**config.mk**
```make
export PLATFORM = sky130hd
export DESIGN_NAME = arp_receive_and_cache
export DESIGN_NICKNAME = d
export VERILOG_FILES = /design/src/hw/rtl/arpc_pkg.sv /design/src/hw/rtl/arp_receive_and_cache.sv /design/src/hw/rtl/arpc_ctrl.sv /design/src/hw/rtl/arpc_datapath.sv
export SDC_FILE = /design/constraint.sdc
export NUM_CORES = 2
export LEC_CHECK = 0
export ABC_AREA = 1
export BUFFER_PORTS_ARGS = -buffer_cell sky130_fd_sc_hd__buf_2
export CAP_MARGIN = 20
export CORE_UTILIZATION = 25
export DETAILED_ROUTE_END_ITERATION = 10
export PLACE_DENSITY = 0.51
export SLEW_MARGIN = 25
export SYNTH_ARGS = -nofsm -noshare
export SYNTH_HDL_FRONTEND = slang
export SYNTH_SLANG_ARGS = --single-unit
```
**constraint.sdc**
```tcl
create_clock -name clock -period 34.3 [get_ports clock]
set_input_delay 5.145 -clock clock [delete_from_list [all_inputs] [get_ports clock]]
set_output_delay 5.145 -clock clock [all_outputs]
set_load 0.02 [all_outputs]
```
**src/hw/rtl/arpc_pkg.sv**
```systemverilog
// Shared constants, codes and control types of the ARP receive checker and neighbor cache.
`default_nettype none
package arpc_pkg;

   localparam int CACHE_ENTRIES = 8;
   localparam int SLOT_W        = (CACHE_ENTRIES > 1) ? $clog2(CACHE_ENTRIES) : 1;
   localparam int CNT_W         = $clog2(CACHE_ENTRIES + 1);

   localparam int IP_W       = 32;
   localparam int MAC_W      = 48;
   localparam int TICK_W     = 32;
   localparam int SLOT_OUT_W = 3;

   localparam int CSR_IDX_W  = 2;
   localparam int CSR_DATA_W = 48;

   localparam int REQ_TDATA_W = 224;
   localparam int REQ_TUSER_W = 2;
   localparam int RSP_TDATA_W = 136;
   localparam int RSP_TUSER_W = 3;
   localparam int RSP_PAD_W   = RSP_TDATA_W - (2 * MAC_W + IP_W + SLOT_OUT_W);

   localparam logic [15:0]       ARP_MIN_LEN    = 16'd28;
   localparam logic [15:0]       HW_ETHER       = 16'd1;
   localparam logic [15:0]       PROTO_IPV4     = 16'h0800;
   localparam logic [7:0]        HW_ADDR_LEN    = 8'd6;
   localparam logic [7:0]        PROTO_ADDR_LEN = 8'd4;
   localparam logic [15:0]       OP_REQUEST     = 16'd1;
   localparam logic [TICK_W-1:0] TIMEOUT_RESET  = 32'd30000;

   typedef enum logic [1:0] {
      FUNC_LOOKUP,
      FUNC_UPDATE,
      FUNC_FLUSH,
      FUNC_PACKET
   } func_type;

   typedef enum logic [1:0] {
      STATUS_OK,
      STATUS_MISS,
      STATUS_SHORT,
      STATUS_BAD_FORMAT
   } status_type;

   typedef enum logic [CSR_IDX_W-1:0] {
      CSR_OWN_IP,
      CSR_OWN_MAC,
      CSR_TIMEOUT
   } csr_index_type;

   typedef enum logic [2:0] {
      CTRL_IDLE,
      CTRL_DECODE,
      CTRL_SCAN,
      CTRL_WRITE,
      CTRL_DONE
   } ctrl_state_type;

   typedef struct packed {
      logic load_req;
      logic start_scan;
      logic scan_step;
      logic write_entry;
      logic clear_all;
      logic load_rsp;
   } ctrl_cmd_type;

   typedef struct packed {
      func_type func;
      logic     pkt_good;
      logic     scan_done;
      logic     out_free;
   } dp_status_type;

endpackage
`default_nettype wire

```
**src/hw/rtl/arp_receive_and_cache.sv**
```systemverilog
// Top level of the ARP receive checker with an ageing neighbor cache.
// One word at a time: accept, a decode state, a scan of one slot per cycle through a registered
// read and a check stage, a write state for update or learn, and a done state that loads the result.
// A hit ends the scan early; a lookup skips the write; flush and rejected packets skip scan and write.
// Synchronous active-high reset clears all valid bits at once and resets the configuration and control registers.
`default_nettype none
module arp_receive_and_cache (
   input  wire                              clock,
   input  wire                              reset,
   input  wire                              csr_we,
   input  wire  [arpc_pkg::CSR_IDX_W-1:0]   csr_index,
   input  wire  [arpc_pkg::CSR_DATA_W-1:0]  csr_wdata,
   input  wire                              req_tvalid,
   output logic                             req_tready,
   // now, addr_ip, addr_mac, pkt_target_ip, pkt_hw_type, pkt_proto_type,
   // pkt_hw_len, pkt_proto_len, pkt_opcode, pkt_len
   input  wire  [arpc_pkg::REQ_TDATA_W-1:0] req_tdata,
   // func
   input  wire  [arpc_pkg::REQ_TUSER_W-1:0] req_tuser,
   output logic                             rsp_tvalid,
   input  wire                              rsp_tready,
   // found_mac, slot, reply_ip, reply_mac, zero fill
   output logic [arpc_pkg::RSP_TDATA_W-1:0] rsp_tdata,
   // status, send_reply
   output logic [arpc_pkg::RSP_TUSER_W-1:0] rsp_tuser
);

   arpc_pkg::ctrl_cmd_type  cmd;
   arpc_pkg::dp_status_type status;

   arpc_ctrl u_ctrl (
      .clock      (clock),
      .reset      (reset),
      .req_tvalid (req_tvalid),
      .req_tready (req_tready),
      .status     (status),
      .cmd        (cmd)
   );

   arpc_datapath u_datapath (
      .clock      (clock),
      .reset      (reset),
      .csr_we     (csr_we),
      .csr_index  (csr_index),
      .csr_wdata  (csr_wdata),
      .req_tdata  (req_tdata),
      .req_tuser  (req_tuser),
      .cmd        (cmd),
      .status     (status),
      .rsp_tvalid (rsp_tvalid),
      .rsp_tready (rsp_tready),
      .rsp_tdata  (rsp_tdata),
      .rsp_tuser  (rsp_tuser)
   );

endmodule
`default_nettype wire

```
**src/hw/rtl/arpc_ctrl.sv**
```systemverilog
// Controller state machine that sequences decode, cache scan, entry write and result load.
`default_nettype none
module arpc_ctrl (
   input  wire                    clock,
   input  wire                    reset,
   input  wire                    req_tvalid,
   output logic                   req_tready,
   input  arpc_pkg::dp_status_type status,
   output arpc_pkg::ctrl_cmd_type  cmd
);

   arpc_pkg::ctrl_state_type state_ff;
   arpc_pkg::ctrl_state_type state_in;

   always_comb begin
      state_in = state_ff;
      unique case (state_ff)
         arpc_pkg::CTRL_IDLE: begin
            if (req_tvalid) begin
               state_in = arpc_pkg::CTRL_DECODE;
            end
         end
         arpc_pkg::CTRL_DECODE: begin
            unique case (status.func) inside
               arpc_pkg::FUNC_LOOKUP, arpc_pkg::FUNC_UPDATE: begin
                  state_in = arpc_pkg::CTRL_SCAN;
               end
               arpc_pkg::FUNC_PACKET: begin
                  state_in = status.pkt_good ? arpc_pkg::CTRL_SCAN : arpc_pkg::CTRL_DONE;
               end
               default: begin
                  state_in = arpc_pkg::CTRL_DONE;
               end
            endcase
         end
         arpc_pkg::CTRL_SCAN: begin
            if (status.scan_done) begin
               state_in = (status.func == arpc_pkg::FUNC_LOOKUP) ? arpc_pkg::CTRL_DONE
                                                                : arpc_pkg::CTRL_WRITE;
            end
         end
         arpc_pkg::CTRL_WRITE: begin
            state_in = arpc_pkg::CTRL_DONE;
         end
         arpc_pkg::CTRL_DONE: begin
            if (status.out_free) begin
               state_in = arpc_pkg::CTRL_IDLE;
            end
         end
         default: begin
            state_in = arpc_pkg::CTRL_IDLE;
         end
      endcase
   end

   always_comb begin
      cmd        = '0;
      req_tready = 1'b0;
      unique case (state_ff)
         arpc_pkg::CTRL_IDLE: begin
            req_tready   = 1'b1;
            cmd.load_req = req_tvalid;
         end
         arpc_pkg::CTRL_DECODE: begin
            cmd.start_scan = 1'b1;
            cmd.clear_all  = (status.func == arpc_pkg::FUNC_FLUSH);
         end
         arpc_pkg::CTRL_SCAN: begin
            cmd.scan_step = 1'b1;
         end
         arpc_pkg::CTRL_WRITE: begin
            cmd.write_entry = 1'b1;
         end
         arpc_pkg::CTRL_DONE: begin
            cmd.load_rsp = status.out_free;
         end
         default: begin
            cmd = '0;
         end
      endcase
   end

   always_ff @(posedge clock) begin
      if (reset) begin
         state_ff <= arpc_pkg::CTRL_IDLE;
      end else begin
         state_ff <= state_in;
      end
   end

endmodule
`default_nettype wire

```
**src/hw/rtl/arpc_datapath.sv**
```systemverilog
// Datapath with configuration registers, word capture, cache memory, ageing scan and result register.
`default_nettype none
module arpc_datapath (
   input  wire                                  clock,
   input  wire                                  reset,
   input  wire                                  csr_we,
   input  wire  [arpc_pkg::CSR_IDX_W-1:0]       csr_index,
   input  wire  [arpc_pkg::CSR_DATA_W-1:0]      csr_wdata,
   input  wire  [arpc_pkg::REQ_TDATA_W-1:0]     req_tdata,
   input  wire  [arpc_pkg::REQ_TUSER_W-1:0]     req_tuser,
   input  arpc_pkg::ctrl_cmd_type               cmd,
   output arpc_pkg::dp_status_type              status,
   output logic                                 rsp_tvalid,
   input  wire                                  rsp_tready,
   output logic [arpc_pkg::RSP_TDATA_W-1:0]     rsp_tdata,
   output logic [arpc_pkg::RSP_TUSER_W-1:0]     rsp_tuser
);

   localparam int N       = arpc_pkg::CACHE_ENTRIES;
   localparam int SLOT_W  = arpc_pkg::SLOT_W;
   localparam int CNT_W   = arpc_pkg::CNT_W;
   localparam int IP_W    = arpc_pkg::IP_W;
   localparam int MAC_W   = arpc_pkg::MAC_W;
   localparam int TICK_W  = arpc_pkg::TICK_W;

   // Configuration.
   logic [IP_W-1:0]   own_ip_ff, own_ip_in;
   logic [TICK_W-1:0] timeout_ff, timeout_in;

   // Captured word.
   arpc_pkg::func_type func_ff;
   logic [TICK_W-1:0] now_ff;
   logic [IP_W-1:0]   ip_ff;
   logic [MAC_W-1:0]  mac_ff;
   logic [IP_W-1:0]   tgt_ip_ff;
   logic [15:0]       hw_type_ff;
   logic [15:0]       proto_type_ff;
   logic [7:0]        hw_len_ff;
   logic [7:0]        proto_len_ff;
   logic [15:0]       opcode_ff;
   logic [15:0]       pkt_len_ff;

   // Cache store.
   logic [N-1:0]      valid_ff, valid_in;
   logic [IP_W-1:0]   entry_ip_ff      [N];
   logic [MAC_W-1:0]  entry_mac_ff     [N];
   logic [TICK_W-1:0] entry_created_ff [N];

   // Scan pipeline.
   logic [CNT_W-1:0]  rd_idx_ff, rd_idx_in;
   logic              chk_vld_ff, chk_vld_in;
   logic [SLOT_W-1:0] chk_idx_ff;
   logic [IP_W-1:0]   rd_ip_ff;
   logic [MAC_W-1:0]  rd_mac_ff;
   logic [TICK_W-1:0] rd_created_ff;
   logic              free_found_ff, free_found_in;
   logic [SLOT_W-1:0] free_idx_ff, free_idx_in;
   logic [SLOT_W-1:0] tgt_idx_ff, tgt_idx_in;
   logic              hit_ff, hit_in;
   logic [MAC_W-1:0]  found_mac_ff;

   logic              rd_in_range;
   logic [TICK_W-1:0] age;
   logic              chk_live;
   logic              chk_stale;
   logic              chk_hit;
   logic              chk_free;
   logic              chk_last;

   // Packet checks.
   logic              pkt_short;
   logic              pkt_bad_format;
   logic              pkt_good;
   logic              want_reply;

   // Result register.
   logic                               rsp_tvalid_ff, rsp_tvalid_in;
   logic                               out_free;
   arpc_pkg::status_type               res_status;
   logic [MAC_W-1:0]                   res_found_mac;
   logic [arpc_pkg::SLOT_OUT_W-1:0]    res_slot;
   logic                               res_reply;
   logic [IP_W-1:0]                    res_reply_ip;
   logic [MAC_W-1:0]                   res_reply_mac;
   arpc_pkg::status_type               rsp_status_ff;
   logic [MAC_W-1:0]                   rsp_found_mac_ff;
   logic [arpc_pkg::SLOT_OUT_W-1:0]    rsp_slot_ff;
   logic                               rsp_reply_ff;
   logic [IP_W-1:0]                    rsp_reply_ip_ff;
   logic [MAC_W-1:0]                   rsp_reply_mac_ff;

   always_comb begin
      own_ip_in  = own_ip_ff;
      timeout_in = timeout_ff;
      if (csr_we) begin
         unique case (csr_index)
            arpc_pkg::CSR_OWN_IP: begin
               own_ip_in = csr_wdata[IP_W-1:0];
            end
            arpc_pkg::CSR_TIMEOUT: begin
               timeout_in = csr_wdata[TICK_W-1:0];
            end
            default: begin
               // The own MAC feeds no result field and is not held.
               own_ip_in = own_ip_ff;
            end
         endcase
      end
   end

   always_ff @(posedge clock) begin
      if (cmd.load_req) begin
         func_ff       <= arpc_pkg::func_type'(req_tuser);
         now_ff        <= req_tdata[31:0];
         ip_ff         <= req_tdata[63:32];
         mac_ff        <= req_tdata[111:64];
         tgt_ip_ff     <= req_tdata[143:112];
         hw_type_ff    <= req_tdata[159:144];
         proto_type_ff <= req_tdata[175:160];
         hw_len_ff     <= req_tdata[183:176];
         proto_len_ff  <= req_tdata[191:184];
         opcode_ff     <= req_tdata[207:192];
         pkt_len_ff    <= req_tdata[223:208];
      end
   end

   assign pkt_short      = (pkt_len_ff < arpc_pkg::ARP_MIN_LEN);
   assign pkt_bad_format = (hw_type_ff != arpc_pkg::HW_ETHER) ||
                           (proto_type_ff != arpc_pkg::PROTO_IPV4) ||
                           (hw_len_ff != arpc_pkg::HW_ADDR_LEN) ||
                           (proto_len_ff != arpc_pkg::PROTO_ADDR_LEN);
   assign pkt_good       = !pkt_short && !pkt_bad_format;
   assign want_reply     = (opcode_ff == arpc_pkg::OP_REQUEST) && (tgt_ip_ff == own_ip_ff);

   assign rd_in_range = (rd_idx_ff < CNT_W'(N));
   assign age         = now_ff - rd_created_ff;
   assign chk_live    = valid_ff[chk_idx_ff];
   assign chk_stale   = chk_vld_ff && chk_live && (age > timeout_ff);
   assign chk_hit     = chk_vld_ff && chk_live && !chk_stale && (rd_ip_ff == ip_ff);
   assign chk_free    = chk_vld_ff && (!chk_live || chk_stale);
   assign chk_last    = chk_vld_ff && (chk_idx_ff == SLOT_W'(N - 1));

   always_comb begin
      rd_idx_in     = rd_idx_ff;
      chk_vld_in    = chk_vld_ff;
      free_found_in = free_found_ff;
      free_idx_in   = free_idx_ff;
      tgt_idx_in    = tgt_idx_ff;
      hit_in        = hit_ff;
      valid_in      = valid_ff;
      if (cmd.start_scan) begin
         rd_idx_in     = '0;
         chk_vld_in    = 1'b0;
         free_found_in = 1'b0;
         hit_in        = 1'b0;
      end
      if (cmd.scan_step) begin
         chk_vld_in = rd_in_range;
         if (rd_in_range) begin
            rd_idx_in = rd_idx_ff + CNT_W'(1);
         end
         if (chk_stale) begin
            valid_in[chk_idx_ff] = 1'b0;
         end
         if (chk_free && !free_found_ff) begin
            free_found_in = 1'b1;
            free_idx_in   = chk_idx_ff;
         end
         if (chk_hit) begin
            hit_in     = 1'b1;
            tgt_idx_in = chk_idx_ff;
         end else if (chk_last) begin
            if (free_found_ff) begin
               tgt_idx_in = free_idx_ff;
            end else if (chk_free) begin
               tgt_idx_in = chk_idx_ff;
            end else begin
               tgt_idx_in = '0;
            end
         end
      end
      if (cmd.write_entry) begin
         valid_in[tgt_idx_ff] = 1'b1;
      end
      if (cmd.clear_all) begin
         valid_in = '0;
      end
   end

   always_ff @(posedge clock) begin
      if (cmd.write_entry) begin
         entry_ip_ff[tgt_idx_ff]      <= ip_ff;
         entry_mac_ff[tgt_idx_ff]     <= mac_ff;
         entry_created_ff[tgt_idx_ff] <= now_ff;
      end
   end

   always_ff @(posedge clock) begin
      if (cmd.scan_step && rd_in_range) begin
         rd_ip_ff      <= entry_ip_ff[rd_idx_ff[SLOT_W-1:0]];
         rd_mac_ff     <= entry_mac_ff[rd_idx_ff[SLOT_W-1:0]];
         rd_created_ff <= entry_created_ff[rd_idx_ff[SLOT_W-1:0]];
         chk_idx_ff    <= rd_idx_ff[SLOT_W-1:0];
      end
      if (cmd.scan_step && chk_hit) begin
         found_mac_ff <= rd_mac_ff;
      end
      free_idx_ff <= free_idx_in;
      tgt_idx_ff  <= tgt_idx_in;
   end

   assign out_free      = !rsp_tvalid_ff || rsp_tready;
   assign rsp_tvalid_in = (rsp_tvalid_ff && !rsp_tready) || cmd.load_rsp;

   always_comb begin
      res_status    = arpc_pkg::STATUS_OK;
      res_found_mac = '0;
      res_slot      = '0;
      res_reply     = 1'b0;
      res_reply_ip  = '0;
      res_reply_mac = '0;
      unique case (func_ff)
         arpc_pkg::FUNC_LOOKUP: begin
            if (hit_ff) begin
               res_found_mac = found_mac_ff;
               res_slot      = arpc_pkg::SLOT_OUT_W'(tgt_idx_ff);
            end else begin
               res_status = arpc_pkg::STATUS_MISS;
            end
         end
         arpc_pkg::FUNC_UPDATE: begin
            res_slot = arpc_pkg::SLOT_OUT_W'(tgt_idx_ff);
         end
         arpc_pkg::FUNC_PACKET: begin
            if (pkt_short) begin
               res_status = arpc_pkg::STATUS_SHORT;
            end else if (pkt_bad_format) begin
               res_status = arpc_pkg::STATUS_BAD_FORMAT;
            end else begin
               res_slot = arpc_pkg::SLOT_OUT_W'(tgt_idx_ff);
               if (want_reply) begin
                  res_reply     = 1'b1;
                  res_reply_ip  = ip_ff;
                  res_reply_mac = mac_ff;
               end
            end
         end
         default: begin
            res_status = arpc_pkg::STATUS_OK;
         end
      endcase
   end

   always_ff @(posedge clock) begin
      if (cmd.load_rsp) begin
         rsp_status_ff    <= res_status;
         rsp_found_mac_ff <= res_found_mac;
         rsp_slot_ff      <= res_slot;
         rsp_reply_ff     <= res_reply;
         rsp_reply_ip_ff  <= res_reply_ip;
         rsp_reply_mac_ff <= res_reply_mac;
      end
   end

   always_ff @(posedge clock) begin
      if (reset) begin
         own_ip_ff     <= '0;
         timeout_ff    <= arpc_pkg::TIMEOUT_RESET;
         valid_ff      <= '0;
         rd_idx_ff     <= '0;
         chk_vld_ff    <= 1'b0;
         free_found_ff <= 1'b0;
         hit_ff        <= 1'b0;
         rsp_tvalid_ff <= 1'b0;
      end else begin
         own_ip_ff     <= own_ip_in;
         timeout_ff    <= timeout_in;
         valid_ff      <= valid_in;
         rd_idx_ff     <= rd_idx_in;
         chk_vld_ff    <= chk_vld_in;
         free_found_ff <= free_found_in;
         hit_ff        <= hit_in;
         rsp_tvalid_ff <= rsp_tvalid_in;
      end
   end

   assign status.func      = func_ff;
   assign status.pkt_good  = pkt_good;
   assign status.scan_done = chk_hit || chk_last;
   assign status.out_free  = out_free;

   assign rsp_tvalid = rsp_tvalid_ff;
   assign rsp_tdata  = {{arpc_pkg::RSP_PAD_W{1'b0}}, rsp_reply_mac_ff, rsp_reply_ip_ff,
                        rsp_slot_ff, rsp_found_mac_ff};
   assign rsp_tuser  = {rsp_reply_ff, rsp_status_ff};

`ifndef SYNTH
   a_write_sets_valid: assert property (@(posedge clock) disable iff (reset)
      cmd.write_entry |=> valid_ff[$past(tgt_idx_ff)])
      else $error("Written cache entry is not marked valid.");

   a_flush_clears_all: assert property (@(posedge clock) disable iff (reset)
      cmd.clear_all |=> (valid_ff == '0))
      else $error("Flush left a valid cache entry.");

   a_load_needs_room: assert property (@(posedge clock) disable iff (reset)
      cmd.load_rsp |-> (!rsp_tvalid_ff || rsp_tready))
      else $error("Result loaded over a word that was not taken.");

   a_check_in_range: assert property (@(posedge clock) disable iff (reset)
      chk_vld_ff |-> (chk_idx_ff <= SLOT_W'(N - 1)))
      else $error("Scan checks a slot beyond the cache.");

   a_hit_recorded: assert property (@(posedge clock) disable iff (reset)
      (cmd.scan_step && chk_hit) |=> (hit_ff && (tgt_idx_ff == $past(chk_idx_ff))))
      else $error("Scan hit was not recorded.");
`endif

endmodule
`default_nettype wire
```
==> impl_metrics.yaml <==
worst_setup_path:
  critical_path.cell_chain: "nor3_1 -> buf_2"
  rr_startpoint: "u_datapath.now_ff[8]$_DFFE_PP_"
  critPathTopFamily: "simple AND/OR/NAND/NOR gates"
  regToRegSetupSlack_ns: 28.84
  worstPathRequired_ns: 29.15
  end_kind: "output pin"
  ff2ff_path_depth: 20
  max_stage_delay_ns: 0.38
  cp-start-kind: "register"
  path_class: "register to output pin"
  r2r-end: "u_datapath.found_mac_ff[39]$_DFFE_PP_"
  crit_path_max_fanout: 5
  worstPathArrival_ns: 1.82
  crit_buf_inv: 1
  critical-path-slowest-cell: "nor3_1"
cells_and_area:
  drive_gt1_share_pct: 16.5
  multi_input_area_sq_um: 12700
  seq_area_sq_um: 44400
  fin_util_pct: 29.8
  fillCellCount: 23800
  nets: 5255
  area_growth_pct: 18.4
routing:
  wl_mm: 157
  firstDrtPassIters: 5
  vias: 35300
  wire_per_inst_um: 19.2
  ant_nets: 0
  vias_per_cell: 4.30
  drt_iter0_drc: 2304
  post-route-drc-count: 0
place:
  gp_congestion: 0.783
  hpwl_mm: 89.6
  place_ws_ns: 26.48
  port_buffers: 398
floorplanning:
  die_y_um: 489
  die_x_um: 489
  die_area_sq_um: 239000
  initial_core_util_pct: 25.2
  io_pins: 422
  rows: 178
  core_sq_um: 235000
cts:
  clkTransAtPathRegs_ns: 0.06
  clockBufferDepth: 3
  post_cts_resized: 0
  post-cts-setup-buffers: 0
  cts_tree: "done"
  clk_latency_ns: 0.83
  clock-sinks: 1506
  ctsHtreeMaxLevel: 4
  numCtsBuffers: 169
  ctsHoldBuffers: 0
  cts-root-buf: "clkbuf_16"
timing:
  setup_slack_ns: 27.33
  finalCritPeriodShare_pct: 20.3
  setup_viol: 0
  skew_ns: 0.0488
  slew-limit-headroom_pct: 29.2
  period_needed_ns: 6.97
  fmax_ghz: 0.144
  worst_slew_pin_slew_ns: 1.06
  finalSetupTns_ns: 0
  rsz0062_at_grt: "false"
  hold_viol: 0
  finalMaxSlewViolations: 0
power_and_ir_drop:
  cellPowerDensity_nw_per_um2: 68.8
  vdd_drop_max_mv: 0.0563
  leakage_nw: 24.3
yosys:
  seq_area_frac_synth_pct: 74.9
  async_flop_share_pct: 0
  synth_edf_count: 1423
  ys_warn_count: 0
  synth_seq_cells: 1506
  synth_top_area_share_pct: 72.1
  ys_types: 57
  synth.avg_cell_area_sq_um: 13.2
  syn_inst: 4484
  synth_area_sq_um: 59300
  synth_area_leader_cell: "edfxtp_1"
  ys.flop_type: "edfxtp_1"
  yosys-top-cells-area: "edfxtp_1 72%, nor2_1 6.3%, o21ai_0 4.5%"
grt:
  grt_pass1_wl_mm: 229
  grt_max_degree: 154
  gr-usage-all-layers_pct: 13.0
  antenna_found_initial: 29
  grt_pass1_vias: 35000
  overflow: 0
min_path:
  whs_path_depth: 0
  hold_start: "u_datapath.rd_mac_ff[4]$_DFFE_PP_"
  holdCritPathClass: "register to register"
  min_delay_worst_endpoint: "u_datapath.found_mac_ff[4]$_DFFE_PP_"
job:
  cap_violations: 0
outcome:
  status: "completed"
## logic make-up (layout without fill, tap and decap cells)
group           count (synthesis)  after routing  share of synthesized area, %
fa+ha+maj                      70             70                          1.49
buf+inv                       529           1086                          3.74
simple gates                 1411           1411                          10.5
flops                        1506           1506                          74.9
xor+xnor                       69             69                          1.02
other cells                     1             12                       0.00633
compound gates                898            898                          8.31
## routing by layer
layer	GRT usage (%)	part of all wire, %
met1	16.7	44
met2	21.9	49
met3	2.63	5.3
met4	3.58	2.3
met5	0	0.038
## cell usage in the layout, fill, tap and decap left out, types with 8 or more instances in the layout
master	count
a21oi_1	96
a31oi_1	119
buf_2	398
buf_4	55
clkbuf_1	40
clkbuf_16	173
clkinv_1	40
clkinv_2	30
dfxtp_1	81
edfxtp_1	1423
ha_1	69
inv_1	302
inv_2	8
nand2_1	207
nand3_1	48
nand4_1	15
nor2_1	988
nor2_4	92
nor3_1	12
nor4_1	16
o211ai_1	8
o21ai_0	527
o22ai_1	114
or2_2	9
xnor2_1	42
xor2_1	27
## state kept, by name (all words and copies together) (netlist names), 14 cells and up
register,cells
u_datapath.now_ff,32
u_datapath.rsp_reply_mac_ff,48
u_datapath.pkt_len_ff,14
u_datapath.proto_type_ff,16
u_datapath.mac_ff,48
u_datapath.rsp_reply_ip_ff,32
u_datapath.entry_ip_ff,256
u_datapath.entry_created_ff,256
u_datapath.rd_ip_ff,32
u_datapath.opcode_ff,16
u_datapath.own_ip_ff,32
u_datapath.found_mac_ff,48
u_datapath.rd_created_ff,32
u_datapath.hw_type_ff,16
u_datapath.rd_mac_ff,48
u_datapath.timeout_ff,32
u_datapath.tgt_ip_ff,32
u_datapath.rsp_found_mac_ff,48
u_datapath.ip_ff,32
u_datapath.entry_mac_ff,384
## through the flow
step	cells	hold slack, ns	instance area (sq um)	power (mW)
final	8202	0.387	70200	4.83
after global routing	8195	0.399	70100	5.06
after CTS	8195	0.389	70100	4.91
after detailed placement	7883	0.405	64800	3.14
after global placement	7883	0.406	64800	3.12
after floorplan	4488	0.400	59300	2.92
## area by class of cell
cell class                 instances  area share, %
sequential                      1506           63.3
multi-input combinational       2453           18.2
clock buffer                     215           6.42
tap                             3150           5.62
timing repair buffer             456           3.51
inverter                         318           1.74
clock inverter                    97           1.23
antenna                            7         0.0250
## synthesized netlist by cell type, types with 42 or more instances
| cell type | count |
|---|---|
| dfxtp_1 | 83 |
| xnor2_1 | 42 |
| nor2_4 | 83 |
| edfxtp_1 | 1423 |
| nor2_1 | 997 |
| ha_1 | 69 |
| buf_2 | 52 |
| o22ai_1 | 114 |
| a21oi_1 | 97 |
| a31oi_1 | 119 |
| clkbuf_1 | 123 |
| nand3_1 | 48 |
| nand2_1 | 208 |
| inv_1 | 303 |
| o21ai_0 | 527 |
## worst register-to-register path, delay by kind of cell (launching register included)
family,cells,cell delay [ns]
flip-flops,1,0.54
AND/OR/NAND/NOR,13,2.16
buffers and inverters,2,0.78
AO/OA/AOI/OAI,3,0.71
adder cells (fa/ha/maj),2,0.79
## power by group
part	switching [mW]	internal [mW]
combinational	0.485	0.201
sequential	0.130	2.26
clock	0.764	0.984
total	1.38	3.45
## worst max-delay path by stage
stage                                    start                                            to  cells past startpoint  slack [ns]
3_3_place_gp                        rsp_tready  u_datapath.rsp_reply_ip_ff[16]$_SDFFCE_PP0P_                      5       26.49
2_1_floorplan                       req_tvalid               u_datapath.func_ff[0]$_DFFE_PP_                      2        6.81
6_report       u_ctrl.state_ff[0]$_SDFFE_PP0P_                                    req_tready                      2       27.33
5_1_grt        u_ctrl.state_ff[0]$_SDFFE_PP0P_                                    req_tready                      2       27.23
4_1_cts        u_ctrl.state_ff[0]$_SDFFE_PP0P_                                    req_tready                      2       27.22
3_5_place_dp                        rsp_tready  u_datapath.rsp_reply_ip_ff[17]$_SDFFCE_PP0P_                      5       26.48
Power figures use the tool's default switching activity.
